===== src/design/idas_pkg.sv =====
`timescale 1ns / 1ps
// ----------------------------------------------------------------------------
// idas_pkg: shared definitions for the integer to decimal ASCII formatter
// Holds the field widths, the character codes and the data types that travel
// between the conversion pipeline and the character serializer.
// ----------------------------------------------------------------------------
package idas_pkg;

   localparam int VALUE_WIDTH     = 64;
   localparam int NUM_DIGITS      = 19;
   localparam int DIGIT_WIDTH     = 4;
   localparam int BCD_WIDTH       = NUM_DIGITS * DIGIT_WIDTH;
   localparam int DIGIT_IDX_WIDTH = $clog2(NUM_DIGITS);
   localparam int BITS_PER_STAGE  = 8;
   localparam int CHAR_WIDTH      = 8;

   localparam logic [CHAR_WIDTH-1:0]  CHAR_ZERO  = 8'd48;
   localparam logic [CHAR_WIDTH-1:0]  CHAR_MINUS = 8'd45;
   localparam logic [DIGIT_WIDTH-1:0] DABBLE_LIMIT = 4'd5;
   localparam logic [DIGIT_WIDTH-1:0] DABBLE_ADD   = 4'd3;

   typedef struct packed {
      logic                   negative;
      logic [VALUE_WIDTH-1:0] bin;
      logic [BCD_WIDTH-1:0]   bcd;
   } conv_type;

   typedef struct packed {
      logic                 negative;
      logic [BCD_WIDTH-1:0] bcd;
   } word_type;

endpackage


===== src/design/idas_dabble_stage.sv =====
`timescale 1ns / 1ps
// ----------------------------------------------------------------------------
// idas_dabble_stage: one register stage of the binary to BCD converter
// Shifts a fixed number of magnitude bits into the BCD digits with the
// add-three correction, then registers the result with its valid bit.
// ----------------------------------------------------------------------------
module idas_dabble_stage #(
   parameter int BITS_PER_STAGE = idas_pkg::BITS_PER_STAGE
) (
   input  logic               clock,
   input  logic               reset,
   input  logic               in_valid,
   output logic               in_stall,
   input  idas_pkg::conv_type in_data,
   output logic               out_valid,
   input  logic               out_stall,
   output idas_pkg::conv_type out_data
);

   logic               valid_ff;
   idas_pkg::conv_type data_ff;
   idas_pkg::conv_type data_in;
   logic               advance;

   assign advance  = !(valid_ff && out_stall);
   assign in_stall = !advance;

   always_comb begin
      logic [idas_pkg::VALUE_WIDTH-1:0] bin;
      logic [idas_pkg::BCD_WIDTH-1:0]   bcd;
      bin = in_data.bin;
      bcd = in_data.bcd;
      for (int s = 0; s < BITS_PER_STAGE; s++) begin
         for (int d = 0; d < idas_pkg::NUM_DIGITS; d++) begin
            if (bcd[d*idas_pkg::DIGIT_WIDTH +: idas_pkg::DIGIT_WIDTH] >=
                idas_pkg::DABBLE_LIMIT) begin
               bcd[d*idas_pkg::DIGIT_WIDTH +: idas_pkg::DIGIT_WIDTH] =
                  bcd[d*idas_pkg::DIGIT_WIDTH +: idas_pkg::DIGIT_WIDTH] +
                  idas_pkg::DABBLE_ADD;
            end
         end
         bcd = {bcd[idas_pkg::BCD_WIDTH-2:0], bin[idas_pkg::VALUE_WIDTH-1]};
         bin = {bin[idas_pkg::VALUE_WIDTH-2:0], 1'b0};
      end
      data_in.negative = in_data.negative;
      data_in.bin      = bin;
      data_in.bcd      = bcd;
   end

   always_ff @(posedge clock) begin
      if (reset) begin
         valid_ff <= 1'b0;
      end else if (advance) begin
         valid_ff <= in_valid;
      end
   end

   always_ff @(posedge clock) begin
      if (advance) begin
         data_ff <= data_in;
      end
   end

   assign out_valid = valid_ff;
   assign out_data  = data_ff;

endmodule


===== src/design/idas_serializer.sv =====
`timescale 1ns / 1ps
// ----------------------------------------------------------------------------
// idas_serializer: character serializer of the decimal formatter
// Takes one converted number, finds its leading digit and sends the sign and
// the digits through a registered output, one per cycle unless stalled.
// ----------------------------------------------------------------------------
module idas_serializer (
   input  logic                                clock,
   input  logic                                reset,
   input  logic                                in_valid,
   output logic                                in_stall,
   input  idas_pkg::word_type                  in_word,
   output logic                                rsp_valid,
   input  logic                                rsp_stall,
   output logic [idas_pkg::CHAR_WIDTH-1:0]     rsp_char_code,
   output logic                                rsp_last_char
);

   localparam int IW = idas_pkg::DIGIT_IDX_WIDTH;

   logic                                active_ff, active_in;
   logic                                sign_ff, sign_in;
   logic [IW-1:0]                       pos_ff, pos_in;
   logic [idas_pkg::DIGIT_WIDTH-1:0]    dig_ff [idas_pkg::NUM_DIGITS];
   logic                                rsp_valid_ff;
   logic [idas_pkg::CHAR_WIDTH-1:0]     rsp_char_ff;
   logic                                rsp_last_ff;
   logic                                out_free;
   logic                                emit;
   logic                                last_now;
   logic                                done;
   logic                                accept;
   logic [IW-1:0]                       msd;
   logic [idas_pkg::CHAR_WIDTH-1:0]     char_now;

   assign out_free = !rsp_valid_ff || !rsp_stall;
   assign emit     = active_ff && out_free;
   assign last_now = !sign_ff && (pos_ff == '0);
   assign done     = emit && last_now;
   assign in_stall = active_ff && !done;
   assign accept   = in_valid && !in_stall;

   always_comb begin
      msd = '0;
      for (int i = 0; i < idas_pkg::NUM_DIGITS; i++) begin
         if (in_word.bcd[i*idas_pkg::DIGIT_WIDTH +: idas_pkg::DIGIT_WIDTH] != '0) begin
            msd = IW'(i);
         end
      end
   end

   always_comb begin
      active_in = active_ff;
      sign_in   = sign_ff;
      pos_in    = pos_ff;
      if (done) begin
         active_in = 1'b0;
      end
      if (accept) begin
         active_in = 1'b1;
         sign_in   = in_word.negative;
         pos_in    = msd;
      end else if (emit) begin
         if (sign_ff) begin
            sign_in = 1'b0;
         end else begin
            pos_in = pos_ff - IW'(1);
         end
      end
   end

   always_comb begin
      if (sign_ff) begin
         char_now = idas_pkg::CHAR_MINUS;
      end else begin
         char_now = idas_pkg::CHAR_ZERO +
                    {{(idas_pkg::CHAR_WIDTH-idas_pkg::DIGIT_WIDTH){1'b0}}, dig_ff[pos_ff]};
      end
   end

   always_ff @(posedge clock) begin
      if (reset) begin
         active_ff    <= 1'b0;
         sign_ff      <= 1'b0;
         pos_ff       <= '0;
         rsp_valid_ff <= 1'b0;
      end else begin
         active_ff <= active_in;
         sign_ff   <= sign_in;
         pos_ff    <= pos_in;
         if (out_free) begin
            rsp_valid_ff <= active_ff;
         end
      end
   end

   always_ff @(posedge clock) begin
      if (accept) begin
         for (int i = 0; i < idas_pkg::NUM_DIGITS; i++) begin
            dig_ff[i] <= in_word.bcd[i*idas_pkg::DIGIT_WIDTH +: idas_pkg::DIGIT_WIDTH];
         end
      end
      if (emit) begin
         rsp_char_ff <= char_now;
         rsp_last_ff <= last_now;
      end
   end

   assign rsp_valid     = rsp_valid_ff;
   assign rsp_char_code = rsp_char_ff;
   assign rsp_last_char = rsp_last_ff;

   a_minus_not_last: assert property (@(posedge clock) disable iff (reset)
      (rsp_valid_ff && rsp_char_ff == idas_pkg::CHAR_MINUS) |-> !rsp_last_ff)
      else $error("A minus sign was flagged as the last character.");

   a_hold_when_blocked: assert property (@(posedge clock) disable iff (reset)
      (active_ff && !out_free) |=> ($stable(pos_ff) && $stable(sign_ff)))
      else $error("The serializer advanced while its output was blocked.");

   a_run_continues: assert property (@(posedge clock) disable iff (reset)
      (emit && !last_now) |=> active_ff)
      else $error("The serializer dropped a request before its last character.");

endmodule


===== src/design/int_to_decimal_ascii.sv =====
`timescale 1ns / 1ps
// ----------------------------------------------------------------------------
// int_to_decimal_ascii: signed 64-bit integer to decimal ASCII text
// Each request carries one signed integer; the block answers with its decimal
// text, a leading minus sign for negative values, most significant digit
// first, and the last character of the text flagged.
// ----------------------------------------------------------------------------
// A request first passes a magnitude stage and then 64 / BITS_PER_STAGE
// binary to BCD stages (eight with the default), then the serializer, whose
// output is registered. The serializer sends one character per cycle while
// rsp_stall is low; one request gives 1 to 20 characters: the number of
// digits plus one for a minus sign. The pipeline takes a request in every
// cycle until it fills behind the serializer, so the sustained rate is one
// character per cycle when the output does not stall.
// ----------------------------------------------------------------------------
module int_to_decimal_ascii #(
   parameter int BITS_PER_STAGE = idas_pkg::BITS_PER_STAGE
) (
   input  logic                                   clock,
   input  logic                                   reset,
   input  logic                                   req_valid,
   output logic                                   req_stall,
   input  logic signed [idas_pkg::VALUE_WIDTH-1:0] req_value,
   output logic                                   rsp_valid,
   input  logic                                   rsp_stall,
   output logic [idas_pkg::CHAR_WIDTH-1:0]        rsp_char_code,
   output logic                                   rsp_last_char
);

   localparam int NUM_STAGES = idas_pkg::VALUE_WIDTH / BITS_PER_STAGE;

   logic               mag_valid_ff;
   idas_pkg::conv_type mag_data_ff;
   idas_pkg::conv_type mag_data_in;
   logic               mag_advance;

   logic               stage_valid [NUM_STAGES+1];
   logic               stage_stall [NUM_STAGES+1];
   idas_pkg::conv_type stage_data  [NUM_STAGES+1];
   idas_pkg::word_type ser_word;

   assign mag_advance = !(mag_valid_ff && stage_stall[0]);
   assign req_stall   = !mag_advance;

   always_comb begin
      mag_data_in.negative = req_value[idas_pkg::VALUE_WIDTH-1];
      if (req_value[idas_pkg::VALUE_WIDTH-1]) begin
         mag_data_in.bin = '0 - req_value;
      end else begin
         mag_data_in.bin = req_value;
      end
      mag_data_in.bcd = '0;
   end

   always_ff @(posedge clock) begin
      if (reset) begin
         mag_valid_ff <= 1'b0;
      end else if (mag_advance) begin
         mag_valid_ff <= req_valid;
      end
   end

   always_ff @(posedge clock) begin
      if (mag_advance) begin
         mag_data_ff <= mag_data_in;
      end
   end

   assign stage_valid[0] = mag_valid_ff;
   assign stage_data[0]  = mag_data_ff;

   for (genvar g = 0; g < NUM_STAGES; g++) begin : g_stage
      idas_dabble_stage #(
         .BITS_PER_STAGE (BITS_PER_STAGE)
      ) u_stage (
         .clock     (clock),
         .reset     (reset),
         .in_valid  (stage_valid[g]),
         .in_stall  (stage_stall[g]),
         .in_data   (stage_data[g]),
         .out_valid (stage_valid[g+1]),
         .out_stall (stage_stall[g+1]),
         .out_data  (stage_data[g+1])
      );
   end

   assign ser_word.negative = stage_data[NUM_STAGES].negative;
   assign ser_word.bcd      = stage_data[NUM_STAGES].bcd;

   idas_serializer u_serializer (
      .clock         (clock),
      .reset         (reset),
      .in_valid      (stage_valid[NUM_STAGES]),
      .in_stall      (stage_stall[NUM_STAGES]),
      .in_word       (ser_word),
      .rsp_valid     (rsp_valid),
      .rsp_stall     (rsp_stall),
      .rsp_char_code (rsp_char_code),
      .rsp_last_char (rsp_last_char)
   );

endmodule


===== config.mk =====
export PLATFORM = sky130hd
export DESIGN_NAME = int_to_decimal_ascii
export DESIGN_NICKNAME = d
export VERILOG_FILES = /design/src/design/idas_pkg.sv /design/src/design/idas_dabble_stage.sv /design/src/design/idas_serializer.sv /design/src/design/int_to_decimal_ascii.sv
export SDC_FILE = /design/constraint.sdc
export NUM_CORES = 2
export LEC_CHECK = 0
export BUFFER_PORTS_ARGS = -buffer_cell sky130_fd_sc_hd__buf_2
export CORE_AREA = 10 10 421 423
export CTS_CLUSTER_DIAMETER = 40
export CTS_CLUSTER_SIZE = 16
export DETAILED_ROUTE_END_ITERATION = 10
export DIE_AREA = 0 0 431 433
export GPL_TIMING_DRIVEN = 0
export PLACE_DENSITY = 0.79
export SETUP_SLACK_MARGIN = 0.4
export SYNTH_ARGS = -nofsm -noshare
export SYNTH_HDL_FRONTEND = slang
export SYNTH_SLANG_ARGS = --single-unit
export TNS_END_PERCENT = 20

===== constraint.sdc =====
create_clock -name clock -period 16.7 [get_ports clock]
set_clock_uncertainty 0.2 [all_clocks]
set_input_delay 1.67 -clock clock [delete_from_list [all_inputs] [get_ports clock]]
set_output_delay 1.67 -clock clock [all_outputs]
set_load 0.02 [all_outputs]

Word-level counts from Yosys, hierarchy flattened

Memory sizes are Yosys's and may differ from the RTL's. A register that Yosys moved wholly into a read port is not among the register bits.
Cells that the tools add are included.

Order comparisons: 1026
Eq/ne operators: 1
$add $sub $neg: 1029
Mux-type cells: 1056
Reduce and logical (&&, ||, !) cells: 42

Operators by type and width:

| cell                    | number |
|---|---|
| $ge A4 B3 Y1 const B    | 1007 |
| $mux W4                 | 987 |
| $add A4 B2 Y4 const B   | 963 |
| $mux W3                 | 49 |
| $add A3 B2 Y3 const B   | 44 |
| $reduce_bool A4 Y1      | 18 |
| $sub A1 B64 Y64 const A | 1 |
| $mux W63                | 1 |
| $add A1 B2 Y3 const B   | 17 |
| $ge A1 B3 Y1 const B    | 17 |
| $mux W5                 | 8 |
| $logic_and A1 B1 Y1     | 14 |
| $mux W1                 | 9 |
| $add A6 B4 Y7 const A   | 1 |
| $add A1 B2 Y3 const AB  | 2 |
| $ge A1 B3 Y1 const AB   | 2 |
| $logic_not A1 Y1        | 5 |
| $logic_not A5 Y1        | 1 |
| $sub A5 B1 Y5 const B   | 1 |
| $mux W2                 | 2 |
| $reduce_bool A2 Y1      | 2 |
| $ne A2 B2 Y1 const B    | 1 |
| $reduce_and A2 Y1       | 1 |
| $logic_or A1 B1 Y1      | 1 |

Logic and storage cells: 3198
RAM bits: 76
Output and inout bits: 11
Input port bits: 68
Flip-flop bits (word level): 867
Memories: 1

Memory list:

| memory              | depth | bits a word | read ports | clocked after memory_dff | write ports | line                  | RTL |
|---|---|---|---|---|---|---|---|
| u_serializer.dig_ff | 19    | 4           | 1          | 1                        | 19          | idas_serializer.sv:24 | `logic [idas_pkg::DIGIT_WIDTH-1:0] dig_ff [idas_pkg::NUM_DIGITS];` |

Longest topological paths before layout

Word-level depth: 22
Gate-level depth with buffers: 39
Depth with buffers taken out: 39

By module

A second synthesis with hierarchy kept.

Cell total of the unflattened synthesis: 27022
Area total of the unflattened synthesis: 206194.0 µm²

Modules (own cells, without submodules):

| module               | area each (µm²) | cells an instance | instances | sequential area each (µm²) |
|---|---|---|---|---|
| idas_dabble_stage    | 24832.6         | 3312              | 8         | 4013.8 |
| idas_serializer      | 4048.9          | 248               | 1         | 2722.6 |
| int_to_decimal_ascii | 3484.6          | 278               | 1         | 1971.9 |

Least setup slack after synthesis

Ideal clock, no wire load.

Path type: in2out
From: in rsp_stall
To: out req_stall
Stages on the path: 8
Data required time: 14.830 ns
Setup slack: 6.996 ns
Arrival time: 7.834 ns
Cell sequence: nand2_1 -> a21oi_1 -> and3_1 -> and2_1 -> nand3_1 -> nor2_1 -> nand4_1 -> inv_1

Word-level cells in the longest chain between the ends: 15

Ends and longest elaborated chain:

| item                              | line                       | RTL |
|---|---|---|
| start, declared                   | int_to_decimal_ascii.sv:25 | `input logic rsp_stall,` |
| $logic_not A1 Y1                  | idas_serializer.sv:36      | `assign out_free = !rsp_valid_ff \|\| !rsp_stall;` |
| $logic_or A1 B1 Y1                | idas_serializer.sv:36      |  |
| $logic_and A1 B1 Y1               | idas_serializer.sv:37      | `assign emit = active_ff && out_free;` |
| $logic_and A1 B1 Y1               | idas_serializer.sv:39      | `assign done = emit && last_now;` |
| $logic_not A1 Y1                  | idas_serializer.sv:40      | `assign in_stall = active_ff && !done;` |
| $logic_and A1 B1 Y1               | idas_serializer.sv:40      |  |
| $logic_and A1 B1 Y1 (8 in series) | idas_dabble_stage.sv:25    | `assign advance = !(valid_ff && out_stall);` |
| $logic_and A1 B1 Y1               | int_to_decimal_ascii.sv:42 | `assign mag_advance = !(mag_valid_ff && stage_stall[0]);` |
| end, declared                     | int_to_decimal_ascii.sv:22 | `output logic req_stall,` |

No other way between the ends.

==> results.md <==
- The run finished with clean final reports.
- The delay of the slowest cell on the worst path is 0.49 ns.
- The commonest register cell after synthesis is sky130_fd_sc_hd__edfxtp_1.
- The mapped cell area is 100700 um^2.
- The kind of end point of the critical path is a flop.
- Setup repair after global routing left no endpoint under its margin.
- The later pin in the worst-skew pair is clocked with a latency of 0.79 ns.
- The max-slew headroom at the worst pin is 10.75%.
- The area added between synthesis and finish is 8.150%.
- Entering global routing, the biggest net connects 78 pins.
- After global routing the overflow that remains totals 0.
- The count of nets left with antenna violations once routing finished came out at 0.
- The number of max-slew violations in the final report was 0.
- Global routing consumed, over all layers together, 22.99% of the routing resources.
- After layout, the minimum clock period comes to between 8 and 9 ns.
- The number of buffers added to fix hold violations after cts is 0.
- The total wirelength of the detailed-routed design is 228600 um.
- Clock-pin slew was measured on the worst setup and hold paths at 0.06 ns.
- The gate count after technology mapping is ~12000.
- The congestion estimate from routability-driven global placement came to 0.8841.
- A synthesized cell averages 8.082 um^2.
- The layer flagged by global routing as most heavily used is met2.
- Clock tree synthesis inserted a total of 133 buffers.
- The signal arrival time at the worst endpoint is slightly below 9 ns.
- The layout cell share with drive strength beyond 1 is 11.03%.
- The final sum of negative setup slack is 0 ns.
- For this design, the slowest cell found on the critical path is sky130_fd_sc_hd__a2111oi_0.
- In this run, distinct cell masters in the synthesized netlist total 159.
- The post-synthesis register bit count is 771.
- Buffers added to address setup during post-CTS repair amount to 0.
- The wire length per cell after detailed routing is between 15 and 20 um.
- The classification of the worst-slack hold path is flop to flop.
- In the routed design, unresolved DRC markers number 0.
- The initial standard-cell utilization of the core is 59.66%.
- The number of failing hold endpoints at the final stage is 0.
- Global routing used roughly 2.7% of the available met3 tracks.
- The biggest fanout along the worst timing path is 10.
- The root buffer cell is sky130_fd_sc_hd__clkbuf_16.
- The path type of the worst setup path is flop to flop.
- 79 I/O pins were placed.
- The met2 routing resource usage after global routing is 43.30%.
- The fmax is 0.1175 GHz.
- The filler cell count is between 10000 and 15000.
- Gates resized during post-CTS repair numbered 0.
- The slew at the pin with the worst max-slew slack is ~1.3 ns.
- The routing usage on met1 is 27.36%.
- The wire length of the first global-routing pass is roughly 390000 um.
- The gate family responsible for the most delay along the worst path is compound AO/OA/AOI/OAI gates.
- The total of warnings raised by yosys is 0.
- The region available for standard cell placement spans 168700 um^2.
- The tightest hold margin is 0.2042 ns.
- The share of the Yosys chip area taken by registers is between 20% and 30%.
- The via count of the first global-routing pass is 88620.
- After the first detailed-routing iteration, the DRC count stood at 6533.
- In this run the core area contains 151 standard-cell rows.
- The tree built by TritonCTS fans out to 771 sinks.
- Buffers placed on the I/O ports in this run total 74.
- Detailed placement finished with a half-perimeter wire length of 174600 um.
- The die is 433 um tall.
- The number of buffers and inverters on the critical path is 7.
- The initial antenna violation count is 5.
- The first detailed-routing pass took 6 iterations.
- The width of the die is 431 um.
- The total number of vias is 95136.
- Dividing the final minimum period by the clock period gives 50.94%.
- The number of levels the H-tree was split into is 4.
- The TritonCTS clock tree is done.
- The total setup violations reported at the end of the flow is 0.
- The required arrival time at the worst endpoint is 17.01 ns.
- The startpoint type of the worst setup path is a flop.
- Among the stages of the critical path, the cell type that occurs most often is sky130_fd_sc_hd__ha_1.
- The routed via count divided by cell count is between 6 and 7.
- The tool flagged a number of max-cap violations equal to 0.
- The number of buffers on the longest clock path is 3.
- The async set or reset register ratio after synthesis is 0%.
- The final net count is 13327.
- The number of synthesized flops with an enable pin is 749.
- The die covers 186600 um^2.
-- per-layer routing --
layer  routed length, um  vias to the layer above
li1                    -                    47939
met1               98930                    44745
met2              116100                     2081
met3                8983                      371
met4                4507                        0
met5                   0                        -
-- cell usage after synthesis (all sizes together), types with 98 or more instances --
| library cell | instances | area [um^2] |
|---|---|---|
| o21a | 156 | 1171 |
| nand2b | 249 | 1580 |
| inv | 906 | 3401 |
| o22ai | 127 | 845.8 |
| a211oi | 264 | 2230 |
| o21ai | 1073 | 5472 |
| nor3b | 105 | 798.3 |
| o31ai | 128 | 1060 |
| xnor2 | 489 | 4703 |
| nor2b | 129 | 814.5 |
| nand2 | 855 | 3219 |
| edfxtp | 749 | 22490 |
| a22oi | 98 | 778.2 |
| mux2i | 417 | 4280 |
| o211ai | 220 | 1697 |
| nand3 | 310 | 1562 |
| a31oi | 210 | 1408 |
| a21o | 192 | 1456 |
| or2 | 158 | 991.0 |
| nor3 | 359 | 1898 |
| and2 | 193 | 1212 |
| mux2 | 270 | 3055 |
| a21oi | 1066 | 5684 |
| xor2 | 126 | 1209 |
| or3 | 106 | 673.1 |
| clkbuf | 192 | 721.9 |
| nor2 | 1069 | 4025 |
| a211o | 99 | 867.1 |
| ha | 582 | 7282 |
-- worst paths after layout --
| kind | start | to | slack [ns] | depth (start not counted) |
|---|---|---|---|---|
| max | g_stage[2].u_stage.out_data[28] | g_stage[3].u_stage.out_data[37] | 8.19 | 38 |
| max reg2reg | g_stage[2].u_stage.out_data[28] | g_stage[3].u_stage.out_data[37] | 8.19 | 38 |
| min | g_stage[5].u_stage.out_data[124] | g_stage[6].u_stage.out_data[132] | 0.20 | 0 |
| min reg2reg | g_stage[5].u_stage.out_data[124] | g_stage[6].u_stage.out_data[132] | 0.20 | 0 |
-- state kept, by name, indices dropped and copies added (netlist names), named ones only --
name and cells:
u_serializer.rsp_last_char 1, g_stage.u_stage.out_data 602, u_serializer.pos_ff 5, u_serializer.dig_ff 76, g_stage.u_stage.out_valid 8, u_serializer.sign_ff 1
mag_valid_ff 1, u_serializer.rsp_valid 1, mag_data_ff 65, u_serializer.active_ff 1, u_serializer.rsp_char_code 5
-- cell families (layout without fill, tap and decap cells) --
family	count (synthesis)	count (layout)	synth area share [%]
simple gates	3888	3888	19.16
other cells	2	6	0.007461
compound gates	4668	4668	32.16
buf+inv	1179	1510	4.515
fa+ha+maj	617	617	7.585
mux	710	710	7.802
flops	771	771	22.78
xor+xnor	620	620	5.985
-- area by class of cell --
type                       count  area, um^2  share of cell area, %
inverter                     910        3427                  3.148
buffer                       269        1126                  1.034
clock buffer                 144        3391                  3.115
sequential                   771       22930                  21.06
timing repair buffer          86       643.1                 0.5908
antenna                        3       7.507               0.006896
multi-input combinational  10506       73240                  67.27
clock inverter               101        1328                  1.219
tap                         2218        2775                  2.549
-- stage by stage --
stage	util, %	worst slack, ns	instance area [um^2]	std cells
2_1_floorplan	-	6.996	100700	12456
3_3_place_gp	61.53	4.133	103800	14748
3_5_place_dp	61.72	8.310	104100	14760
4_1_cts	64.52	8.252	108900	15005
5_1_grt	64.53	7.338	108900	15008
6_report	64.53	8.193	108900	15008
-- cells in the final DEF (no fill, tap or decap), types with 110 or more instances in the layout --
cell | synthesis | routed
sky130_fd_sc_hd__nand2_1 | 853 | 850
sky130_fd_sc_hd__o211ai_1 | 211 | 211
sky130_fd_sc_hd__nor3_1 | 340 | 340
sky130_fd_sc_hd__o22ai_1 | 120 | 120
sky130_fd_sc_hd__mux2i_1 | 398 | 398
sky130_fd_sc_hd__edfxtp_1 | 749 | 749
sky130_fd_sc_hd__or2_2 | 115 | 115
sky130_fd_sc_hd__nand3_1 | 308 | 306
sky130_fd_sc_hd__a21o_1 | 190 | 190
sky130_fd_sc_hd__mux2_2 | 263 | 263
sky130_fd_sc_hd__a21oi_1 | 975 | 975
sky130_fd_sc_hd__nor2_1 | 1064 | 1064
sky130_fd_sc_hd__xnor2_1 | 433 | 433
sky130_fd_sc_hd__o31ai_1 | 110 | 110
sky130_fd_sc_hd__clkbuf_16 | 0 | 134
sky130_fd_sc_hd__o21a_1 | 156 | 156
sky130_fd_sc_hd__nor2b_1 | 128 | 128
sky130_fd_sc_hd__and2_1 | 181 | 181
sky130_fd_sc_hd__o21ai_1 | 217 | 217
sky130_fd_sc_hd__o21ai_0 | 831 | 831
sky130_fd_sc_hd__a31oi_1 | 195 | 195
sky130_fd_sc_hd__clkbuf_1 | 191 | 201
sky130_fd_sc_hd__nand2b_1 | 246 | 246
sky130_fd_sc_hd__ha_1 | 582 | 582
sky130_fd_sc_hd__a211oi_1 | 219 | 219
sky130_fd_sc_hd__xor2_1 | 112 | 112
sky130_fd_sc_hd__buf_2 | 53 | 127
sky130_fd_sc_hd__inv_1 | 838 | 835
Power is left out: the tool's default activity adds up to more than one toggle a clock period on the data nets, which glitch-free logic cannot reach.
